`config.mk`:
```
export PLATFORM = sky130hd
export DESIGN_NAME = lru_page_replacement
export DESIGN_NICKNAME = d
export VERILOG_FILES = /design/src/rtl/lrupr_pkg.sv /design/src/rtl/lrupr_cmp_unit.sv /design/src/rtl/lrupr_frame_store.sv /design/src/rtl/lru_page_replacement.sv
export SDC_FILE = /design/constraint.sdc
export NUM_CORES = 1
export LEC_CHECK = 0
export BUFFER_PORTS_ARGS = -buffer_cell sky130_fd_sc_hd__buf_4
export CAP_MARGIN = 40
export CORE_UTILIZATION = 65
export CTS_CLUSTER_DIAMETER = 120
export CTS_CLUSTER_SIZE = 10
export DETAILED_ROUTE_END_ITERATION = 6
export PLACE_DENSITY = 0.82
export SLEW_MARGIN = 30
export SYNTH_ARGS = -nofsm -noshare
export SYNTH_HDL_FRONTEND = slang
export SYNTH_SLANG_ARGS = --single-unit
```
`constraint.sdc`:
```
create_clock -name clk -period 12.5 [get_ports clk]
set_clock_uncertainty 0.15 [all_clocks]
set_input_delay 1.25 -clock clk [delete_from_list [all_inputs] [get_ports clk]]
set_output_delay 1.25 -clock clk [all_outputs]
set_load 0.05 [all_outputs]
```
`src/rtl/lrupr_pkg.sv`:
```
// Shared types and constants for the LRU page replacement block.
`timescale 1ns / 1ps
`default_nettype none

package lrupr_pkg;

  localparam int CFG_W          = 5;
  localparam int CFG_RESET      = 16;
  localparam int FRAME_USED_W   = 4;
  localparam int FAULT_W        = 32;
  localparam int OUT_FIELDS_W   = 1 + FRAME_USED_W + FAULT_W + 1;
  localparam int OUT_TDATA_W    = ((OUT_FIELDS_W + 7) / 8) * 8;

  typedef enum logic [2:0] {
    ST_IDLE,
    ST_HIT_SCAN,
    ST_UPDATE,
    ST_MIN_SCAN,
    ST_FINISH
  } lrupr_state_t;

endpackage

`default_nettype wire

```
`src/rtl/lrupr_cmp_unit.sv`:
```
// Shared comparator used for both the page match and the stamp minimum search.
`timescale 1ns / 1ps
`default_nettype none

module lrupr_cmp_unit #(
  parameter int CMP_W = 32
) (
  input  logic [CMP_W-1:0] a,
  input  logic [CMP_W-1:0] b,
  output logic             eq,
  output logic             lt
);

  assign eq = (a == b);
  assign lt = (a < b);

endmodule

`default_nettype wire

```
`src/rtl/lrupr_frame_store.sv`:
```
// Frame table: page and stamp memories with per-frame valid flags.
`timescale 1ns / 1ps
`default_nettype none

module lrupr_frame_store #(
  parameter int MAX_FRAMES = 16,
  parameter int PAGE_BITS  = 16,
  parameter int STAMP_BITS = 32,
  parameter int FIDX_W     = 4
) (
  input  logic                  clk,
  input  logic                  rst,
  input  logic [FIDX_W-1:0]     rd_addr,
  output logic [PAGE_BITS-1:0]  rd_page,
  output logic [STAMP_BITS-1:0] rd_stamp,
  output logic                  rd_valid,
  input  logic                  wr_en,
  input  logic                  wr_page_en,
  input  logic [FIDX_W-1:0]     wr_addr,
  input  logic [PAGE_BITS-1:0]  wr_page,
  input  logic [STAMP_BITS-1:0] wr_stamp
);

  logic [PAGE_BITS-1:0]  page_mem  [MAX_FRAMES];
  logic [STAMP_BITS-1:0] stamp_mem [MAX_FRAMES];
  logic [MAX_FRAMES-1:0] valid;

  always_ff @(posedge clk) begin
    if (wr_en) begin
      stamp_mem[wr_addr] <= wr_stamp;
      if (wr_page_en) begin
        page_mem[wr_addr] <= wr_page;
      end
    end
    rd_page  <= page_mem[rd_addr];
    rd_stamp <= stamp_mem[rd_addr];
  end

  always_ff @(posedge clk) begin
    if (rst) begin
      valid    <= '0;
      rd_valid <= 1'b0;
    end else begin
      if (wr_en) begin
        valid[wr_addr] <= 1'b1;
      end
      rd_valid <= valid[rd_addr];
    end
  end

endmodule

`default_nettype wire

```
`src/rtl/lru_page_replacement.sv`:
```
// Top level of the LRU page replacement block: sequencer, counters and stream ports.
`timescale 1ns / 1ps
`default_nettype none

// Each item on the slave stream is one page reference. The block looks the page up
// in the active frames and, on a miss, loads it into the least recently used frame.
// One result item per reference leaves on the master stream with the hit flag, the
// frame now holding the page, the saturating fault count and the stamp-exhausted flag.
//
// An item walks through two scans of the frame table, one frame per cycle through a
// single registered memory read port and one shared comparator: a match scan, a
// one-cycle update, then a minimum-stamp scan that picks the next victim. The block
// takes one item at a time and s_tready is high only while it is idle.
//
// The result sits in an output register, so the next item can be accepted while a
// result waits for m_tready; a stalled receiver only holds the block once the next
// result is finished. The frame count register is written on its own channel and
// should only be changed while the block is idle. Reset clears all valid flags,
// the stamp and fault counters, the victim pointer and sets the frame count to 16.
module lru_page_replacement
  import lrupr_pkg::*;
#(
  parameter int MAX_FRAMES = 16,
  parameter int PAGE_BITS  = 16,
  parameter int STAMP_BITS = 32
) (
  input  logic                               clk,
  input  logic                               rst,
  // Configuration: frames_in_use.
  input  logic                               cfg_valid,
  output logic                               cfg_ready,
  input  logic [CFG_W-1:0]                   cfg_data,
  // Input stream. s_tdata: page_number, zero padded to whole bytes.
  input  logic                               s_tvalid,
  output logic                               s_tready,
  input  logic [((PAGE_BITS+7)/8)*8-1:0]     s_tdata,
  // Output stream. m_tdata from bit 0: hit, frame_used[3:0], fault_count[31:0],
  // stamp_exhausted, zero padding.
  output logic                               m_tvalid,
  input  logic                               m_tready,
  output logic [OUT_TDATA_W-1:0]             m_tdata
);

  localparam int FIDX_W = (MAX_FRAMES > 1) ? $clog2(MAX_FRAMES) : 1;
  localparam int CNT_W  = $clog2(MAX_FRAMES + 1);
  localparam int CMP_W  = (PAGE_BITS > STAMP_BITS) ? PAGE_BITS : STAMP_BITS;

  lrupr_state_t state, state_next;

  logic [CFG_W-1:0]      frames_in_use;
  logic [CNT_W-1:0]      active_n;
  logic [CNT_W-1:0]      n_reg;
  logic [PAGE_BITS-1:0]  page_reg;
  logic [CNT_W-1:0]      rd_idx;
  logic                  pipe_vld;
  logic [FIDX_W-1:0]     pipe_idx;
  logic                  found;
  logic [FIDX_W-1:0]     hit_idx;
  logic [FIDX_W-1:0]     victim;
  logic [FIDX_W-1:0]     used;
  logic [STAMP_BITS-1:0] least;
  logic [FIDX_W-1:0]     pick;
  logic [STAMP_BITS-1:0] stamp_counter;
  logic [STAMP_BITS-1:0] stamp_counter_next;
  logic [FAULT_W-1:0]    faults;

  logic                  res_hit;
  logic [FIDX_W-1:0]     res_used;

  logic [PAGE_BITS-1:0]  rd_page;
  logic [STAMP_BITS-1:0] rd_stamp;
  logic                  rd_valid;
  logic [STAMP_BITS-1:0] rd_stamp_eff;

  logic [CMP_W-1:0]      cmp_a;
  logic [CMP_W-1:0]      cmp_b;
  logic                  cmp_eq;
  logic                  cmp_lt;

  logic                  accept;
  logic                  scan_state;
  logic                  issue;
  logic                  scan_done;
  logic                  do_update;
  logic                  load_out;

  // ---------------------------------------------------------------------------
  // Frame count register and the clamped active count.
  // ---------------------------------------------------------------------------
  assign cfg_ready = 1'b1;

  always_ff @(posedge clk) begin
    if (rst) begin
      frames_in_use <= CFG_W'(CFG_RESET);
    end else if (cfg_valid) begin
      frames_in_use <= cfg_data;
    end
  end

  always_comb begin
    if (frames_in_use == '0) begin
      active_n = CNT_W'(1);
    end else if (int'(frames_in_use) > MAX_FRAMES) begin
      active_n = CNT_W'(MAX_FRAMES);
    end else begin
      active_n = CNT_W'(frames_in_use);
    end
  end

  // ---------------------------------------------------------------------------
  // Sequencer.
  // ---------------------------------------------------------------------------
  assign accept     = s_tvalid && s_tready;
  assign scan_state = (state == ST_HIT_SCAN) || (state == ST_MIN_SCAN);
  assign issue      = scan_state && (rd_idx < n_reg);
  assign scan_done  = scan_state && !issue && !pipe_vld;

  always_ff @(posedge clk) begin
    if (rst) begin
      state <= ST_IDLE;
    end else begin
      state <= state_next;
    end
  end

  always_comb begin
    state_next = state;
    s_tready   = 1'b0;
    do_update  = 1'b0;
    load_out   = 1'b0;
    case (state)
      ST_IDLE: begin
        s_tready = 1'b1;
        if (s_tvalid) begin
          state_next = ST_HIT_SCAN;
        end
      end
      ST_HIT_SCAN: begin
        if (scan_done) begin
          state_next = ST_UPDATE;
        end
      end
      ST_UPDATE: begin
        do_update  = 1'b1;
        state_next = ST_MIN_SCAN;
      end
      ST_MIN_SCAN: begin
        if (scan_done) begin
          state_next = ST_FINISH;
        end
      end
      ST_FINISH: begin
        if (!m_tvalid || m_tready) begin
          load_out   = 1'b1;
          state_next = ST_IDLE;
        end
      end
      default: begin
        state_next = ST_IDLE;
      end
    endcase
  end

  // ---------------------------------------------------------------------------
  // Frame table and the shared comparator.
  // ---------------------------------------------------------------------------
  // A frame that was never written reads with stamp zero.
  assign rd_stamp_eff = rd_valid ? rd_stamp : '0;

  // Victim falls back to frame 0 when it lies outside the active frames.
  assign used = found ? hit_idx : ((CNT_W'(victim) < n_reg) ? victim : '0);

  assign stamp_counter_next = (stamp_counter != '1) ? stamp_counter + 1'b1 : stamp_counter;

  lrupr_frame_store #(
    .MAX_FRAMES (MAX_FRAMES),
    .PAGE_BITS  (PAGE_BITS),
    .STAMP_BITS (STAMP_BITS),
    .FIDX_W     (FIDX_W)
  ) u_store (
    .clk        (clk),
    .rst        (rst),
    .rd_addr    (rd_idx[FIDX_W-1:0]),
    .rd_page    (rd_page),
    .rd_stamp   (rd_stamp),
    .rd_valid   (rd_valid),
    .wr_en      (do_update),
    .wr_page_en (!found),
    .wr_addr    (used),
    .wr_page    (page_reg),
    .wr_stamp   (stamp_counter_next)
  );

  always_comb begin
    if (state == ST_HIT_SCAN) begin
      cmp_a = CMP_W'(rd_page);
      cmp_b = CMP_W'(page_reg);
    end else begin
      cmp_a = CMP_W'(rd_stamp_eff);
      cmp_b = CMP_W'(least);
    end
  end

  lrupr_cmp_unit #(
    .CMP_W (CMP_W)
  ) u_cmp (
    .a  (cmp_a),
    .b  (cmp_b),
    .eq (cmp_eq),
    .lt (cmp_lt)
  );

  // ---------------------------------------------------------------------------
  // Scan datapath: the compare works on the frame addressed in the cycle before.
  // ---------------------------------------------------------------------------
  always_ff @(posedge clk) begin
    if (rst) begin
      pipe_vld <= 1'b0;
      rd_idx   <= '0;
    end else begin
      pipe_vld <= issue;
      if (accept || do_update) begin
        rd_idx <= '0;
      end else if (issue) begin
        rd_idx <= rd_idx + 1'b1;
      end
    end
  end

  always_ff @(posedge clk) begin
    if (issue) begin
      pipe_idx <= rd_idx[FIDX_W-1:0];
    end
    if (accept) begin
      page_reg <= s_tdata[PAGE_BITS-1:0];
      n_reg    <= active_n;
    end
    if (state == ST_HIT_SCAN && pipe_vld && rd_valid && cmp_eq && !found) begin
      hit_idx <= pipe_idx;
    end
    if (state == ST_MIN_SCAN && pipe_vld && (pipe_idx == '0 || cmp_lt)) begin
      least <= rd_stamp_eff;
      pick  <= pipe_idx;
    end
    if (do_update) begin
      res_hit  <= found;
      res_used <= used;
    end
  end

  always_ff @(posedge clk) begin
    if (rst) begin
      found         <= 1'b0;
      victim        <= '0;
      stamp_counter <= '0;
      faults        <= '0;
    end else begin
      if (accept) begin
        found <= 1'b0;
      end else if (state == ST_HIT_SCAN && pipe_vld && rd_valid && cmp_eq) begin
        found <= 1'b1;
      end
      if (do_update) begin
        stamp_counter <= stamp_counter_next;
        if (!found && faults != '1) begin
          faults <= faults + 1'b1;
        end
      end
      if (state == ST_MIN_SCAN && scan_done) begin
        victim <= pick;
      end
    end
  end

  // ---------------------------------------------------------------------------
  // Output register.
  // ---------------------------------------------------------------------------
  always_ff @(posedge clk) begin
    if (rst) begin
      m_tvalid <= 1'b0;
    end else if (load_out) begin
      m_tvalid <= 1'b1;
    end else if (m_tready) begin
      m_tvalid <= 1'b0;
    end
  end

  always_ff @(posedge clk) begin
    if (load_out) begin
      m_tdata <= OUT_TDATA_W'({(stamp_counter == '1), faults,
                               FRAME_USED_W'(res_used), res_hit});
    end
  end

endmodule

`default_nettype wire

```
==> flow_summary.ini <==
[outcome]
status = completed

[final_layout]
area_growth_pct = 13.4
largestRegisters = u_store.stamp_mem: 512 flops, u_store.page_mem: 256 flops, m_tdata: 38 flops
drive_gt1_share_pct = 24.5
regMostFlops = u_store.stamp_mem
regArea_um2 = 29300
utilization_pct = 74.9
largest_register_ffs = 512
fin_nets = 2369
multi_input_area_um2 = 10600
n_fill_cell = 3228

[clock_network]
cts_buffers = 112
postCtsSetupBuffers = 0
cts_tree = built
clockBufferDepth = 3
clock-sinks = 1025
clock_latency_ns = 0.68
cts-root-buf = clkbuf_16
cts.repair.resized = 0
ctsHtreeMaxLevel = 3
hold_buffers = 0
clkTransAtPathRegs_ns = 0.06

[worst_setup_path]
startpoint = state[0]
path_cells = nor2b_1 -> nand2b_2 -> buf_16 -> and2_1 -> ha_1 -> a21o_1 -> a221o_1 -> a221oi_1 -> o21ai_0 -> a211oi_4 -> buf_4
crit_end = pick[2]
crit_arrival_ns = 4.28
criticalPathCategory = flip-flop to flip-flop
cp_max_fo = 36
crit_family = compound AO/OA/AOI/OAI gates
r2r_slack_ns = 8.40
cp_num_cells = 11
r2r-start = state[0]
worst_r2r_endpoint = pick[2]
worstSetupStartpointType = flip-flop
max_stage_delay_ns = 0.50
cp-end-kind = flip-flop
cp.required_ns = 12.68
rr_worst_depth = 11
crit_slowest_cell = dfxtp_1
path_buf_inv = 2

[die]
pin_count = 69
die_h_um = 250
start_util_pct = 66.1
coreArea_um2 = 60700
num_rows = 90
die_area_um2 = 62700
die_w_um = 250

[place]
post-place-ws_ns = 8.03
gp_congestion = 0.872
dp_hpwl_mm = 49.3
numPortBuffers = 65

[sta]
hold_violations = 0
tightest_slew_ns = 0.987
fmax_mhz = 244
finalSetupViolCount = 0
min_period_ns = 4.10
tns_ns = 0
worst_slack_ns = 8.40
period_share_pct = 32.8
maxSlewHeadroom_pct = 34.2
final_max_slew_viol_count = 0
rsz0062_at_grt = false

[hold_path]
hold_path.class = flip-flop to flip-flop

[grt]
grt_pass1_vias = 21300
grt_pass1_wl_mm = 135
grt_max_degree = 137
antenna_found_initial = 4
gr-total-overflow = 0
grtUsageTotal_pct = 29.7

[power]
irDropWorstVdd_mv = 0.155
swShare_pct = 20.8
p_int_w = 0.00555
seq_power_share_pct = 53.4
p_comb_share_pct = 4.0
power.density_nw_per_um2 = 154
p_leak_nw = 15.0
p_sw_w = 0.00145
clkPwrFrac_pct = 42.5
p_total_w = 0.00700

[logic_synthesis]
synth_area_per_cell_um2 = 18.7
yosys.area.top_type = edfxtp_1
ys_types = 66
yosysSeqAreaShare_pct = 73.0
synth_warnings = 0
synth_area_um2 = 40100
yosysTopAreaCellShare_pct = 65.6
synth_ff_type = edfxtp_1
syn_inst = 2141
async_flop_share_pct = 0
synth_seq_cells = 1025
synth_edf_count = 876
synth_area_leaders = edfxtp_1 66%, mux4_2 14%, dfxtp_1 7.4%, ha_1 1.4%, xor2_1 1.3%

[routing]
drtIter0Drc = 1985
drt-vias-per-instance = 6.60
wl_mm = 91.3
drt-wirelength-per-cell_um = 28.7
drt_pass1_iterations = 5
postRouteAntennaNets = 0
drcViolationCount = 0
vias = 21000

[job]
cap_violations = 0
how the worst min path moves through the flow:
stage / startpoint / endpoint / slack (ns) / depth (start not counted)
floorplan: res_hit / m_tdata[0] / 0.25 / 0
CTS: res_hit / m_tdata[0] / 0.25 / 0
global route: res_hit / m_tdata[0] / 0.26 / 0
finish: res_hit / m_tdata[0] / 0.24 / 0
global placement: res_used[2] / m_tdata[3] / 0.26 / 0
detailed placement: res_hit / m_tdata[0] / 0.26 / 0
kinds of logic after synthesis:
group | share of synthesized area, %
AOI/OAI and AO/OA | 1.74
xor gates and xnor gates | 1.97
adders and majority gates | 1.37
buffers and inverters | 1.26
DFF | 73.0
muxes | 14.8
other | 0.0187
and+or+nand+nor | 5.84
per-layer routing:
layer	track usage [%]	wire, um	vias up
li1	-	-	8836
met5	0	0	-
met1	39.7	34000	10800
met3	4.73	7170	203
met4	8.75	2580	0
met2	51.2	47500	1135
Yosys cell counts, types with 3 or more instances:
cell type,instances
and2_1,58
and4_1,10
nand2b_1,6
a21o_1,6
mux2i_1,24
nor4_1,8
mux2_2,15
o21bai_1,4
nor2_1,133
o21ai_1,6
and3_1,21
o21a_1,8
nand4_1,39
nor2b_1,4
a211oi_1,3
edfxtp_1,876
nor3_1,20
dfxtp_1,149
inv_1,24
buf_1,24
clkbuf_1,67
buf_2,6
a221oi_1,3
nand2_1,101
nand3_1,42
o31ai_1,9
xnor2_1,32
a21oi_1,32
mux4_2,245
ha_1,44
xor2_1,58
o21ai_0,14
buf_4,4
or2_2,4
or3_1,5
through the flow:
| step | instances | hold WS, ns | instance area (um^2) |
|---|---|---|---|
| floorplan | 2142 | 0.250 | 40100 |
| global placement | 2931 | 0.257 | 41700 |
| detailed placement | 2962 | 0.258 | 42100 |
| CTS | 3174 | 0.249 | 45400 |
| global route | 3180 | 0.256 | 45500 |
| finish | 3181 | 0.244 | 45500 |
cells in the final DEF (no fill, tap or decap), types with 8 or more instances in the layout:
cell	Yosys	layout
edfxtp_1	876	876
mux4_2	245	245
dfxtp_1	149	145
buf_4	4	114
clkbuf_16	0	112
nor2_1	133	103
nand2_1	101	101
clkbuf_1	67	92
and2_1	58	58
xor2_1	58	54
ha_1	44	44
nand3_1	42	42
nand4_1	39	39
a21oi_1	32	31
xnor2_1	32	25
mux2i_1	24	24
and3_1	21	21
inv_1	24	20
nor3_1	20	20
nor2_4	0	16
mux2_2	15	15
nor2_2	0	14
o21ai_0	14	14
buf_2	6	13
and4_1	10	10
o31ai_1	9	9
nor4_1	8	8
o21a_1	8	8
power groups by stage:
stage | logic, W | clock network, W | registers, W
2_1_floorplan | 0.000220 | 0 | 0.00378
3_3_place_gp | 0.000261 | 0 | 0.00381
3_5_place_dp | 0.000281 | 0 | 0.00381
4_1_cts | 0.000286 | 0.00301 | 0.00374
5_1_grt | 0.000302 | 0.00314 | 0.00374
6_report | 0.000282 | 0.00298 | 0.00374
worst reg2reg max path: stages (launching register included):
cell and delay, ns:
dfxtp_1 0.50, nor2b_1 0.28, nand2b_2 0.33, buf_16 0.29, and2_1 0.17, ha_1 0.32
a21o_1 0.17, a221o_1 0.32, a221oi_1 0.27, o21ai_0 0.21, a211oi_4 0.40, buf_4 0.35
final cells by class:
class                           instances  area share, %
Timing Repair Buffer                  145           2.73
Clock inverter                          8          0.286
Sequential cell                      1025           64.4
Antenna cell                            2         0.0110
Multi-Input combinational cell        990           23.3
Inverter                               25          0.206
Clock buffer                          204           6.92
Tap cell                              782           2.15
(Power assumes the default switching activity.)
